`src/design/spd_pkg.sv`:
```
// ----------------------------------------------------------------------------
// spd_pkg
// Shared widths, codes and structs of the dense-graph shortest path engine.
// ----------------------------------------------------------------------------
package spd_pkg;

  // default graph size
  localparam int NodesDefault = 16;

  // longest path that is emitted, counted in nodes
  localparam int MaxOut = 16;

  // field widths
  localparam int NodeW   = 4;
  localparam int WeightW = 10;
  localparam int DistW   = 15;
  localparam int StatusW = 2;

  // distance that stands for "no path"
  localparam logic [DistW-1:0] InfDist = 15'd32767;

  // input command codes
  localparam logic CmdWrite = 1'b0;
  localparam logic CmdQuery = 1'b1;

  // result status codes
  typedef enum logic [StatusW-1:0] {
    StatusPath    = 2'd0,
    StatusSame    = 2'd1,
    StatusUnreach = 2'd2
  } status_e;

  // one node entry on its way into the relax/select stage
  typedef struct packed {
    logic               vld;
    logic               init;
    logic               done;
    logic               is_src;
    logic [WeightW-1:0] w;
    logic [DistW-1:0]   cur_dist;
    logic [DistW-1:0]   base;
  } relax_req_t;

  // write-back decision of the relax/select stage
  typedef struct packed {
    logic             wr;
    logic             has_edge;
    logic [DistW-1:0] wr_dist;
  } relax_rsp_t;

endpackage

```
`src/design/spd_if.sv`:
```
// ----------------------------------------------------------------------------
// spd_in_if / spd_out_if
// Valid/ready channels of the shortest path engine: command beats in,
// path node beats out.
// ----------------------------------------------------------------------------
interface spd_in_if import spd_pkg::*; ();
  logic               valid;
  logic               ready;
  logic               command;
  logic [NodeW-1:0]   from_node;
  logic [NodeW-1:0]   to_node;
  logic [WeightW-1:0] weight;

  modport source (output valid, command, from_node, to_node, weight, input ready);
  modport sink   (input valid, command, from_node, to_node, weight, output ready);
endinterface

interface spd_out_if import spd_pkg::*; ();
  logic               valid;
  logic               ready;
  logic [NodeW-1:0]   node;
  logic [DistW-1:0]   total_distance;
  logic [StatusW-1:0] status;
  logic               last;

  modport source (output valid, node, total_distance, status, last, input ready);
  modport sink   (input valid, node, total_distance, status, last, output ready);
endinterface

```
`src/design/spd_relax.sv`:
```
// ----------------------------------------------------------------------------
// spd_relax
// Second stage of a node sweep: relaxes one node against the current pick
// (or loads its first distance) and tracks the minimum for the next pick.
// ----------------------------------------------------------------------------
module spd_relax import spd_pkg::*; #(
  parameter int  Nodes = NodesDefault,
  localparam int NW    = $clog2(Nodes)
) (
  input  logic             clk_i,
  input  logic             rst_ni,
  input  relax_req_t       req_i,
  input  logic [NW-1:0]    idx_i,
  input  logic             sel_clr_i,
  output relax_rsp_t       rsp_o,
  output logic [NW-1:0]    sel_best_o,
  output logic [DistW-1:0] sel_low_o
);

  logic [DistW:0]   sum;
  logic             has_edge;
  logic             upd;
  logic [DistW-1:0] new_dist;
  logic             cand;
  logic [NW-1:0]    best_q;
  logic [DistW-1:0] low_q;

  // path length through the pick, one bit wider than a distance
  assign sum      = (DistW+1)'(req_i.base) + (DistW+1)'(req_i.w);
  assign has_edge = (req_i.w != '0);
  assign upd      = has_edge && !req_i.done && (sum < {1'b0, req_i.cur_dist});

  // distance after this stage
  always_comb begin
    if (req_i.init) begin
      if (req_i.is_src) begin
        new_dist = '0;
      end else if (has_edge) begin
        new_dist = DistW'(req_i.w);
      end else begin
        new_dist = InfDist;
      end
    end else begin
      new_dist = upd ? sum[DistW-1:0] : req_i.cur_dist;
    end
  end

  assign rsp_o.wr       = req_i.vld && (req_i.init || upd);
  assign rsp_o.has_edge = has_edge;
  assign rsp_o.wr_dist  = new_dist;

  // minimum search, ties go to the higher index
  assign cand       = req_i.vld && !req_i.done && (new_dist <= low_q);
  assign sel_best_o = cand ? idx_i : best_q;
  assign sel_low_o  = cand ? new_dist : low_q;

  always_ff @(posedge clk_i or negedge rst_ni) begin
    if (!rst_ni) begin
      best_q <= '0;
      low_q  <= InfDist;
    end else if (sel_clr_i) begin
      best_q <= '0;
      low_q  <= InfDist;
    end else begin
      best_q <= sel_best_o;
      low_q  <= sel_low_o;
    end
  end

endmodule

```
`src/design/shortest_path_dense_graph.sv`:
```
// ----------------------------------------------------------------------------
// shortest_path_dense_graph
// Dijkstra search over a NODES x NODES edge weight matrix held in RAM,
// with the path emitted source first, one node per beat.
//
//   channel | dir | beat contents
//   --------+-----+---------------------------------------------------------
//   in_i    | in  | command, from_node, to_node, weight (write or query)
//   out_o   | out | node, total_distance, status, last
//
// A query runs a series of node sweeps (one node-memory and one edge-memory
// read per cycle, a drain state after each sweep), then a predecessor walk
// and the emission of the path, one node per beat.
// After reset the edge memory is cleared, one entry per cycle, while
// in_i.ready stays low.
// A stalled out_o holds the engine; a new beat is taken as soon as the final
// result sits in the output register.
// ----------------------------------------------------------------------------
module shortest_path_dense_graph import spd_pkg::*; #(
  parameter int NODES = NodesDefault
) (
  input  logic     clk_i,
  input  logic     rst_ni,
  spd_in_if.sink   in_i,
  spd_out_if.source out_o
);

  localparam int NW    = $clog2(NODES);
  localparam int EDGES = NODES * NODES;
  localparam int EW    = $clog2(EDGES);
  localparam int LW    = $clog2(NODES + 1);
  localparam int SW    = $clog2(MaxOut);
  localparam int EntW  = DistW + NW;

  typedef enum logic [9:0] {
    StClear = 10'b0000000001,
    StIdle  = 10'b0000000010,
    StSweep = 10'b0000000100,
    StDrain = 10'b0000001000,
    StFetch = 10'b0000010000,
    StTotal = 10'b0000100000,
    StWalk  = 10'b0001000000,
    StPop   = 10'b0010000000,
    StEmit  = 10'b0100000000,
    StStat  = 10'b1000000000
  } state_e;

  state_e state_q, state_d;

  // control registers
  logic [EW-1:0]    clr_q;
  logic [NW-1:0]    src_q;
  logic [NodeW-1:0] dst_q;
  logic [NW-1:0]    idx_q;
  logic [NW-1:0]    rnd_q;
  logic             init_q;
  logic [NW-1:0]    best_q;
  logic [DistW-1:0] best_dist_q;
  logic [NODES-1:0] done_q;
  logic             p_vld_q;
  logic [NW-1:0]    p_idx_q;
  logic             p_init_q;
  logic [DistW-1:0] total_q;
  status_e          stat_q;
  logic [NW-1:0]    cur_q;
  logic [LW-1:0]    len_q;
  logic [SW-1:0]    pop_q;

  // output register
  logic             out_valid_q;
  logic [NodeW-1:0] out_node_q;
  logic [DistW-1:0] out_dist_q;
  status_e          out_status_q;
  logic             out_last_q;

  // memories
  logic [WeightW-1:0] edge_mem [EDGES];
  logic [WeightW-1:0] edge_rd_q;
  logic [EntW-1:0]    node_mem [NODES];
  logic [EntW-1:0]    node_rd_q;
  logic [NodeW-1:0]   stack_mem [MaxOut];
  logic [NodeW-1:0]   stack_rd_q;

  logic               in_acc;
  logic               in_range;
  logic               is_query;
  logic [NW-1:0]      dst_idx;
  logic               last_rnd;
  logic               walk_end;
  logic               out_free;
  logic               out_load;

  logic               e_we;
  logic [EW-1:0]      e_waddr;
  logic [WeightW-1:0] e_wdata;
  logic               e_re;
  logic [EW-1:0]      e_raddr;

  logic               n_we;
  logic [NW-1:0]      n_waddr;
  logic [EntW-1:0]    n_wdata;
  logic               n_re;
  logic [NW-1:0]      n_raddr;
  logic [DistW-1:0]   rd_dist;
  logic [NW-1:0]      rd_pred;
  logic [NW-1:0]      wr_pred;

  logic               s_we;
  logic [SW-1:0]      s_waddr;
  logic [NodeW-1:0]   s_wdata;

  relax_req_t         rlx_req;
  relax_rsp_t         rlx_rsp;
  logic               sel_clr;
  logic [NW-1:0]      sel_best;
  logic [DistW-1:0]   sel_low;

  // input handshake and decode
  assign in_i.ready = (state_q == StIdle);
  assign in_acc     = in_i.valid && in_i.ready;
  assign in_range   = (32'(in_i.from_node) < NODES) && (32'(in_i.to_node) < NODES);
  assign is_query   = (in_i.command == CmdQuery);
  assign dst_idx    = NW'(dst_q);
  assign last_rnd   = (rnd_q == NW'(NODES - 1));
  assign walk_end   = (cur_q == src_q) || (32'(len_q) + 32'd1 >= NODES);
  assign out_free   = !out_valid_q || out_o.ready;
  assign out_load   = out_free && ((state_q == StEmit) || (state_q == StStat));

  assign rd_dist = node_rd_q[EntW-1 -: DistW];
  assign rd_pred = node_rd_q[NW-1:0];

  // edge memory ports
  assign e_we    = (state_q == StClear) || (in_acc && !is_query && in_range);
  assign e_waddr = (state_q == StClear) ? clr_q
                 : EW'(32'(in_i.from_node) * NODES + 32'(in_i.to_node));
  assign e_wdata = (state_q == StClear) ? '0 : in_i.weight;
  assign e_re    = (state_q == StSweep);
  assign e_raddr = EW'(32'(best_q) * NODES + 32'(idx_q));

  always_ff @(posedge clk_i) begin
    if (e_we) begin
      edge_mem[e_waddr] <= e_wdata;
    end
    if (e_re) begin
      edge_rd_q <= edge_mem[e_raddr];
    end
  end

  // relax/select stage
  assign rlx_req.vld      = p_vld_q;
  assign rlx_req.init     = p_init_q;
  assign rlx_req.done     = done_q[p_idx_q];
  assign rlx_req.is_src   = (p_idx_q == src_q);
  assign rlx_req.w        = edge_rd_q;
  assign rlx_req.cur_dist = rd_dist;
  assign rlx_req.base     = best_dist_q;
  assign sel_clr          = (in_acc && is_query) || (state_q == StDrain);

  spd_relax #(
    .Nodes (NODES)
  ) u_relax (
    .clk_i      (clk_i),
    .rst_ni     (rst_ni),
    .req_i      (rlx_req),
    .idx_i      (p_idx_q),
    .sel_clr_i  (sel_clr),
    .rsp_o      (rlx_rsp),
    .sel_best_o (sel_best),
    .sel_low_o  (sel_low)
  );

  // node memory ports: sweep reads by index, walk reads by predecessor
  assign wr_pred = p_init_q ? (rlx_rsp.has_edge ? src_q : '0) : best_q;
  assign n_we    = rlx_rsp.wr;
  assign n_waddr = p_idx_q;
  assign n_wdata = {rlx_rsp.wr_dist, wr_pred};
  assign n_re    = (state_q == StSweep) || (state_q == StFetch) ||
                   (state_q == StTotal) || (state_q == StWalk);

  always_comb begin
    case (state_q)
      StSweep: n_raddr = idx_q;
      StFetch: n_raddr = dst_idx;
      default: n_raddr = rd_pred;
    endcase
  end

  always_ff @(posedge clk_i) begin
    if (n_we) begin
      node_mem[n_waddr] <= n_wdata;
    end
    if (n_re) begin
      node_rd_q <= node_mem[n_raddr];
    end
  end

  // path stack, destination at entry zero
  assign s_we    = ((state_q == StTotal) && (rd_dist < InfDist)) ||
                   ((state_q == StWalk) && (32'(len_q) < MaxOut));
  assign s_waddr = (state_q == StTotal) ? '0 : SW'(len_q);
  assign s_wdata = (state_q == StTotal) ? dst_q : NodeW'(cur_q);

  always_ff @(posedge clk_i) begin
    if (s_we) begin
      stack_mem[s_waddr] <= s_wdata;
    end
    if (state_q == StPop) begin
      stack_rd_q <= stack_mem[pop_q];
    end
  end

  // sequencer
  always_comb begin
    state_d = state_q;
    unique case (state_q)
      StClear: if (clr_q == EW'(EDGES - 1)) state_d = StIdle;
      StIdle: begin
        if (in_acc && is_query) begin
          if (!in_range || (in_i.from_node == in_i.to_node)) begin
            state_d = StStat;
          end else begin
            state_d = StSweep;
          end
        end
      end
      StSweep: if (idx_q == NW'(NODES - 1)) state_d = StDrain;
      StDrain: state_d = last_rnd ? StFetch : StSweep;
      StFetch: state_d = StTotal;
      StTotal: state_d = (rd_dist >= InfDist) ? StStat : StWalk;
      StWalk:  if (walk_end) state_d = StPop;
      StPop:   state_d = StEmit;
      StEmit: begin
        if (out_free) state_d = (pop_q == '0) ? StIdle : StPop;
      end
      StStat:  if (out_free) state_d = StIdle;
      default: state_d = StIdle;
    endcase
  end

  always_ff @(posedge clk_i or negedge rst_ni) begin
    if (!rst_ni) begin
      state_q     <= StClear;
      clr_q       <= '0;
      src_q       <= '0;
      dst_q       <= '0;
      idx_q       <= '0;
      rnd_q       <= '0;
      init_q      <= 1'b0;
      best_q      <= '0;
      best_dist_q <= '0;
      done_q      <= '0;
      p_vld_q     <= 1'b0;
      p_idx_q     <= '0;
      p_init_q    <= 1'b0;
      total_q     <= '0;
      stat_q      <= StatusPath;
      cur_q       <= '0;
      len_q       <= '0;
      pop_q       <= '0;
    end else begin
      state_q  <= state_d;
      p_vld_q  <= (state_q == StSweep);
      p_idx_q  <= idx_q;
      p_init_q <= init_q;

      unique case (state_q) inside
        StClear: clr_q <= clr_q + EW'(1);
        StIdle: begin
          if (in_acc && is_query) begin
            dst_q <= in_i.to_node;
            if (!in_range) begin
              stat_q  <= StatusUnreach;
              total_q <= InfDist;
            end else if (in_i.from_node == in_i.to_node) begin
              stat_q  <= StatusSame;
              total_q <= '0;
            end else begin
              src_q          <= NW'(in_i.from_node);
              best_q         <= NW'(in_i.from_node);
              // only the source starts out visited
              done_q         <= {{(NODES-1){1'b0}}, 1'b1} << NW'(in_i.from_node);
              idx_q          <= '0;
              rnd_q          <= '0;
              init_q         <= 1'b1;
            end
          end
        end
        StSweep: idx_q <= idx_q + NW'(1);
        StDrain: begin
          // take the pick for the next relax sweep
          if (!last_rnd) begin
            rnd_q            <= rnd_q + NW'(1);
            best_q           <= sel_best;
            best_dist_q      <= sel_low;
            done_q[sel_best] <= 1'b1;
            init_q           <= 1'b0;
            idx_q            <= '0;
          end
        end
        StTotal: begin
          if (rd_dist >= InfDist) begin
            stat_q  <= StatusUnreach;
            total_q <= InfDist;
          end else begin
            stat_q  <= StatusPath;
            total_q <= rd_dist;
            len_q   <= LW'(1);
            cur_q   <= rd_pred;
          end
        end
        StWalk: begin
          len_q <= len_q + LW'(1);
          if (walk_end) begin
            pop_q <= (32'(len_q) >= MaxOut) ? SW'(MaxOut - 1) : SW'(len_q);
          end else begin
            cur_q <= rd_pred;
          end
        end
        StEmit: begin
          if (out_free && (pop_q != '0)) pop_q <= pop_q - SW'(1);
        end
        StFetch, StPop, StStat: ;
        default: ;
      endcase
    end
  end

  // output register
  always_ff @(posedge clk_i or negedge rst_ni) begin
    if (!rst_ni) begin
      out_valid_q  <= 1'b0;
      out_node_q   <= '0;
      out_dist_q   <= '0;
      out_status_q <= StatusPath;
      out_last_q   <= 1'b0;
    end else if (out_load) begin
      out_valid_q  <= 1'b1;
      out_dist_q   <= total_q;
      out_status_q <= stat_q;
      if (state_q == StEmit) begin
        out_node_q <= stack_rd_q;
        out_last_q <= (pop_q == '0);
      end else begin
        out_node_q <= dst_q;
        out_last_q <= 1'b1;
      end
    end else if (out_o.ready) begin
      out_valid_q <= 1'b0;
    end
  end

  assign out_o.valid          = out_valid_q;
  assign out_o.node           = out_node_q;
  assign out_o.total_distance = out_dist_q;
  assign out_o.status         = out_status_q;
  assign out_o.last           = out_last_q;

`ifndef SYNTH
  // sweep reads never meet the relax write-back on the same entry
  a_node_rw_apart: assert property (@(posedge clk_i) disable iff (!rst_ni)
    (n_we && n_re) |-> (n_waddr != n_raddr))
    else $error("node memory read and write hit the same entry");

  // the source stays visited through every sweep
  a_src_done: assert property (@(posedge clk_i) disable iff (!rst_ni)
    (state_q == StSweep) |-> done_q[src_q])
    else $error("source node not marked visited during sweep");

  // a pick taken for the next round is always an unvisited node
  a_pick_fresh: assert property (@(posedge clk_i) disable iff (!rst_ni)
    ((state_q == StDrain) && !last_rnd) |-> !done_q[sel_best])
    else $error("selected node was already visited");

  // status beats are always the final beat of a query
  a_status_last: assert property (@(posedge clk_i) disable iff (!rst_ni)
    (out_valid_q && (out_status_q != StatusPath)) |-> out_last_q)
    else $error("status result not flagged last");
`endif

endmodule

```
`src/flat_wrapper.sv`:
```
// flat-port wrapper written by rule: the top's interface ports become plain ports
module shortest_path_dense_graph_flat import spd_pkg::*;
#(
  parameter int NODES = NodesDefault
)
  (clk_i, rst_ni, in_i_valid, in_i_command, in_i_from_node, in_i_to_node, in_i_weight, in_i_ready, out_o_valid, out_o_node, out_o_total_distance, out_o_status, out_o_last, out_o_ready);
  spd_in_if in_i_i ();
  spd_out_if out_o_i ();
  input  logic clk_i;
  input  logic rst_ni;
  input wire logic [$bits(in_i_i.valid)-1:0] in_i_valid;
  input wire logic [$bits(in_i_i.command)-1:0] in_i_command;
  input wire logic [$bits(in_i_i.from_node)-1:0] in_i_from_node;
  input wire logic [$bits(in_i_i.to_node)-1:0] in_i_to_node;
  input wire logic [$bits(in_i_i.weight)-1:0] in_i_weight;
  output wire logic [$bits(in_i_i.ready)-1:0] in_i_ready;
  output wire logic [$bits(out_o_i.valid)-1:0] out_o_valid;
  output wire logic [$bits(out_o_i.node)-1:0] out_o_node;
  output wire logic [$bits(out_o_i.total_distance)-1:0] out_o_total_distance;
  output wire logic [$bits(out_o_i.status)-1:0] out_o_status;
  output wire logic [$bits(out_o_i.last)-1:0] out_o_last;
  input wire logic [$bits(out_o_i.ready)-1:0] out_o_ready;
  assign in_i_i.valid = in_i_valid;
  assign in_i_i.command = in_i_command;
  assign in_i_i.from_node = in_i_from_node;
  assign in_i_i.to_node = in_i_to_node;
  assign in_i_i.weight = in_i_weight;
  assign in_i_ready = in_i_i.ready;
  assign out_o_valid = out_o_i.valid;
  assign out_o_node = out_o_i.node;
  assign out_o_total_distance = out_o_i.total_distance;
  assign out_o_status = out_o_i.status;
  assign out_o_last = out_o_i.last;
  assign out_o_i.ready = out_o_ready;
  shortest_path_dense_graph #(.NODES(NODES)) u_core (.clk_i(clk_i), .rst_ni(rst_ni), .in_i(in_i_i), .out_o(out_o_i));
endmodule
```
`config.mk`:
```
export PLATFORM = sky130hd
export DESIGN_NAME = shortest_path_dense_graph_flat
export DESIGN_NICKNAME = d
export VERILOG_FILES = /design/src/design/spd_pkg.sv /design/src/design/spd_if.sv /design/src/design/spd_relax.sv /design/src/design/shortest_path_dense_graph.sv /design/src/flat_wrapper.sv
export SDC_FILE = /design/constraint.sdc
export NUM_CORES = 2
export LEC_CHECK = 0
export BUFFER_PORTS_ARGS = -buffer_cell sky130_fd_sc_hd__buf_4
export CAP_MARGIN = 10
export CORE_ASPECT_RATIO = 0.5
export CORE_MARGIN = 10
export CORE_UTILIZATION = 30
export DETAILED_ROUTE_END_ITERATION = 10
export HOLD_SLACK_MARGIN = 0.1
export PLACE_DENSITY = 0.46
export SLEW_MARGIN = 20
export SYNTH_ARGS = -nofsm -noshare
export SYNTH_HDL_FRONTEND = slang
export SYNTH_SLANG_ARGS = --single-unit
```
`constraint.sdc`:
```
create_clock -name clk_i -period 21.4 [get_ports clk_i]
set_input_delay 1.07 -clock clk_i [delete_from_list [all_inputs] [get_ports clk_i]]
set_output_delay 1.07 -clock clk_i [all_outputs]
set_load 0.005 [all_outputs]
```
==> impl_summary.log <==
[metrics] type of the worst setup path: flip-flop to flip-flop
[metrics] width of the die: about 930 µm
[metrics] post-route DRC violation count: 0
[metrics] xor and xnor fraction of the mapped netlist area: less than 1%
[metrics] worst slack after detailed placement: roughly 12000 ps
[metrics] net count after synthesis: 6810
[metrics] Core Rows: 167
[metrics] Iter 0 DRT Violations: just under 7000
[metrics] CP Capture Type: flip-flop
[metrics] detailed-routed wire length on met3: around 26000 µm
[metrics] detailed-placement wirelength estimate: 230000 µm
[metrics] total routed wire length on the met1 layer: approximately 170000 µm
[metrics] mean instance size in the synthesized netlist: roughly 18 µm²
[metrics] Reg area: around 93000 µm²
[metrics] IR drop worst, VDD: 0.114 mV
[metrics] Crit path max-delay family: compound AO/OA/AOI/OAI gates
[metrics] final worst slack: between 10000 and 15000 ps
[metrics] via count of the routed design: roughly 66000
[metrics] post-cts gate resize count: 0
[metrics] register bit count reported by yosys: 3109
[metrics] CP Data Arrival Time: roughly 9700 ps
[metrics] portion of total power attributed to sequential cells: between 40 and 50%
[metrics] P_leak: between 40 and 50 nW
[metrics] number of routed nets with antenna violations: 0
[metrics] flop-to-flop setup slack: 12490 ps
[metrics] Via density: roughly 5.2
[metrics] post-synthesis adder-cell area fraction: less than 1%
[metrics] count of cell types in the netlist: 96
[metrics] Final TNS setup: 0 ps
[metrics] worst hold start: u_core.init_q
[metrics] clock root buffer: sky130_fd_sc_hd__clkbuf_16
[metrics] clock transition at the registers of the reported paths: ~70 ps
[metrics] combinational family with the most area after synthesis: multiplexers
[metrics] required time worst endpoint: between 20000 and 25000 ps
[metrics] initial core utilization: between 30 and 40%
[metrics] clock network fraction of total power: between 30 and 40%
[metrics] H-tree lvl count: 5
[metrics] number of synthesis warnings: 0
[metrics] footprint of the multi-input gates: around 30000 µm²
[metrics] count of port buffers added during placement: between 40 and 50
[metrics] power density relative to cell area: approximately 120 nW/µm²
[metrics] fill cell instance count of the final layout: approximately 39000
[metrics] total global-route track usage: 16.8%
[metrics] initial antenna violation count: 37
[metrics] CP most frequent cell: sky130_fd_sc_hd__ha_1
[metrics] I/O Pins: 47
[metrics] proportion of synthesized chip area in sequential cells: around three quarters
[metrics] startpoint of the lowest-slack register-to-register path: u_core.edge_rd_q[0]
[metrics] ys async rst share: around 4.8%
[metrics] combinational cell fraction of total power: 25.1%
[metrics] number of slew-limit violations in the final report: 0
[metrics] buffer and inverter count on the worst path: 1
[metrics] simple logic cell fraction of the synthesized area: between 3 and 4%
[metrics] last weighted congestion value of the routability-driven placer: 0.801
[metrics] Primary FF master, synth: sky130_fd_sc_hd__edfxtp_1
[metrics] switching share of power: ~30%
[metrics] number of CTS-inserted buffers: around 300
[metrics] Period Utilization, post-route: around two fifths
[metrics] DR pass1 iterations: 5
[metrics] top cells by area, synth: sky130_fd_sc_hd__edfxtp_1, sky130_fd_sc_hd__mux4_2, sky130_fd_sc_hd__mux2i_1
[metrics] capturing point of the worst reg2reg path: u_core.done_q[14]
[metrics] Gate Count Post-Synth: 6742
[metrics] share of the synthesized area in the top cell type: between 70 and 80%
[metrics] wire length after detailed routing: 385000 µm
[metrics] cell depth of the worst min-delay path: 0
[metrics] sw power: around 0.0052 W
[metrics] synthesized-area fraction occupied by ao, oa, aoi and oai cells: 4.41%
[metrics] fraction of synthesized area in multiplexers: between 10 and 15%
[metrics] FMAX: 112 MHz
[metrics] NumNets Final: ~7000
[metrics] clock tree from TritonCTS: built
[metrics] wire per inst: just over 30 µm
[metrics] Vert. Die Dim: about 480 µm
[metrics] total setup violations reported at the end of the flow: 0
[metrics] largest net degree at the start of global routing: 144
[metrics] area added between synthesis and finish: 13.8%
[metrics] count of flip-flops with a built-in enable after synthesis: roughly 3000
[metrics] critical-path maximum fanout: 20
[metrics] Overflow after GRT: 0
[metrics] uppermost layer routed: met5
[metrics] Synth area leader: sky130_fd_sc_hd__edfxtp_1
[metrics] CTS Sinks: 3109
[metrics] Final min period: 8910 ps
[metrics] Hold Fails Final Rpt: 0
[metrics] Internal Pwr Total: ~0.012 W
[metrics] path type of the worst min-delay path: flip-flop to flip-flop
[metrics] WHS Endpoint: u_core.p_init_q
[metrics] share of layout cells above drive strength 1: 19.7%
[metrics] longest individual stage delay on the worst path: around 960 ps
[metrics] clock latency on the worst-skew pair: 950 ps
[metrics] CP max stage cell: sky130_fd_sc_hd__nor3b_2
[metrics] die area: ~440000 µm²
[metrics] result of the run: completed
[metrics] total standard cell area after synthesis: between 100000 and 150000 µm²
[metrics] met2 WL: between 150000 and 200000 µm
[metrics] actual slew at the worst max-slew pin: approximately 1300 ps
[metrics] wire length of the first global-routing pass: 536000 µm
[metrics] critical path startpoint category: flip-flop
[metrics] unrepaired setup endpoints after global routing: no
[metrics] count of maximum capacitance violations: 0
[metrics] core region area: 414000 µm²
[metrics] Max-Slew Margin vs Limit: approximately 11%
[metrics] maximum clock insertion buffer count: 4
[metrics] count of cells along the worst register-to-register path: 25
[metrics] skew final: roughly 61 ps
[metrics] number of global-route vias before repair: 65700
==> area by class of cell <==
type | instances | area share (%)
antenna | 14 | 0.0247
clock buffer | 361 | 5.62
clock inverter | 173 | 1.15
inverter | 49 | 0.139
multi-input combinational | 3185 | 21.4
sequential | 3109 | 65.3
tap | 5577 | 4.92
timing repair buffer | 252 | 1.45
==> worst register-to-register path, stage by stage, from the launching register on <==
cell                        delay (ps)
sky130_fd_sc_hd__edfxtp_1          420
sky130_fd_sc_hd__ha_1              260
sky130_fd_sc_hd__fa_1              400
sky130_fd_sc_hd__a21o_1            230
sky130_fd_sc_hd__a221oi_1          420
sky130_fd_sc_hd__o31ai_1           240
sky130_fd_sc_hd__xor2_1            210
sky130_fd_sc_hd__ha_1              320
sky130_fd_sc_hd__nand2_1            80
sky130_fd_sc_hd__o21ai_0           150
sky130_fd_sc_hd__a2111oi_0         440
sky130_fd_sc_hd__a21oi_1           130
sky130_fd_sc_hd__or4_1             670
sky130_fd_sc_hd__mux2_4            280
sky130_fd_sc_hd__nor2_1             40
sky130_fd_sc_hd__nor2_1            810
sky130_fd_sc_hd__ha_1              400
sky130_fd_sc_hd__nand4_1           240
sky130_fd_sc_hd__a211oi_1          130
sky130_fd_sc_hd__a2111oi_0         790
sky130_fd_sc_hd__o22ai_1           320
sky130_fd_sc_hd__nor3b_2           960
sky130_fd_sc_hd__buf_4             380
sky130_fd_sc_hd__nand4_1           130
sky130_fd_sc_hd__a31oi_1           220
sky130_fd_sc_hd__a2bb2oi_1         170
==> worst max path at each step <==
stage | slack [ps] | endpoint | start | cells after the start
2_1_floorplan | 14700 | u_core.done_q[8] | u_core.edge_rd_q[0] | 27
3_3_place_gp | 12310 | u_core.done_q[13] | u_core.edge_rd_q[6] | 25
3_5_place_dp | 12450 | u_core.done_q[14] | u_core.edge_rd_q[0] | 25
4_1_cts | 12430 | u_core.done_q[14] | u_core.edge_rd_q[0] | 25
5_1_grt | 11960 | u_core.done_q[14] | u_core.edge_rd_q[6] | 25
6_report | 12490 | u_core.done_q[14] | u_core.edge_rd_q[0] | 25
==> synth_stat cells, drive strengths merged, types with 16 or more instances <==
master  instances
o211ai         18
mux2i         711
inv            46
edfxtp       2961
xnor2          21
a21oi         167
and2           22
a211oi         18
dfrtp         132
o221ai        121
a22oi          41
o22ai         100
nor3           52
mux2           54
or3            17
dfstp          16
nand2b         22
nand4          36
nor4           29
nand3         105
buf           205
ha             44
clkbuf        194
nand3b         19
nor2          445
a221oi         21
a21o           19
mux4          478
a31oi          53
nand2         246
o21ai         135
==> per-stage QoR <==
step	std cells	utilization, %	total power, W	instance area, µm²	hold slack [ps]
2_1_floorplan	6742	-	0.00992	125000	352
3_3_place_gp	12200	31.9	0.0114	132000	364
3_5_place_dp	12200	31.9	0.0114	132000	366
4_1_cts	12700	34.2	0.0168	142000	374
5_1_grt	12700	34.3	0.0173	142000	397
6_report	12700	34.3	0.0167	142000	380
==> routing by layer <==
layer	up-vias	GRT usage, %
li1	27700	-
met1	35300	23.9
met2	2129	26.6
met3	458	3.21
met4	6	3.98
met5	-	0
==> power groups by stage <==
stage / Clock, W / Combinational (W) / Sequential [W]
2_1_floorplan: 0 / 0.00277 / 0.00715
3_3_place_gp: 0 / 0.00420 / 0.00724
3_5_place_dp: 0 / 0.00421 / 0.00724
4_1_cts: 0.00550 / 0.00422 / 0.00711
5_1_grt: 0.00573 / 0.00447 / 0.00712
6_report: 0.00539 / 0.00419 / 0.00711
==> cell usage in the layout (no fill, tap or decap), types with 15 or more instances in the layout <==
cell                           n
sky130_fd_sc_hd__dfrtp_1     126
sky130_fd_sc_hd__a22oi_1      41
sky130_fd_sc_hd__a31oi_1      53
sky130_fd_sc_hd__mux2_2       47
sky130_fd_sc_hd__xnor2_1      21
sky130_fd_sc_hd__or3_1        16
sky130_fd_sc_hd__nor2_1      360
sky130_fd_sc_hd__buf_4       237
sky130_fd_sc_hd__nand2_1     228
sky130_fd_sc_hd__clkbuf_1     48
sky130_fd_sc_hd__nand4_1      36
sky130_fd_sc_hd__a21o_1       19
sky130_fd_sc_hd__a211oi_1     17
sky130_fd_sc_hd__o22ai_1      98
sky130_fd_sc_hd__edfxtp_1   2961
sky130_fd_sc_hd__a21oi_1     165
sky130_fd_sc_hd__o221ai_1    120
sky130_fd_sc_hd__o21ai_0     119
sky130_fd_sc_hd__mux4_2      477
sky130_fd_sc_hd__a221oi_1     21
sky130_fd_sc_hd__inv_1        44
sky130_fd_sc_hd__bufinv_16    27
sky130_fd_sc_hd__nor3_1       45
sky130_fd_sc_hd__o211ai_1     16
sky130_fd_sc_hd__ha_1         44
sky130_fd_sc_hd__nand3_1     105
sky130_fd_sc_hd__nor4_1       24
sky130_fd_sc_hd__clkinv_2     56
sky130_fd_sc_hd__nand3b_1     19
sky130_fd_sc_hd__nor2_2       81
sky130_fd_sc_hd__mux2i_1     711
sky130_fd_sc_hd__nand2b_1     20
sky130_fd_sc_hd__clkbuf_16   309
sky130_fd_sc_hd__a22o_1       15
sky130_fd_sc_hd__dfstp_2      16
sky130_fd_sc_hd__clkinv_1     62
==> registers in the layout, summed over array words and instances (netlist names), 5 cells and up <==
register                     count
u_core.best_dist_q              15
u_core.node_rd_q                19
u_core.node_mem                304
u_core.out_o.total_distance     15
u_core.stack_mem                64
u_core.done_q                   16
u_core.state_q                  10
u_core.edge_rd_q                10
u_core.clr_q                     8
u_core.edge_mem               2560
u_core.total_q                  15
u_core.u_relax.low_q            15
u_core.len_q                     5
==> timing repair <==
item	CTS	global route
hold endpoints to repair	34	0
buffers inserted	0	0
hold buffers	1	0
==> kinds of logic (layout without fill, tap and decap cells) <==
kind of cell,count (synthesis),in the layout
XOR/XNOR,35,35
adder cells (fa/ha/maj),45,45
other,0,14
AND/OR/NAND/NOR,1054,1054
flip-flops,3109,3109
buffers and inverters,448,835
AO/OA/AOI/OAI,808,808
multiplexers,1243,1243
(Power assumes the default switching activity.)
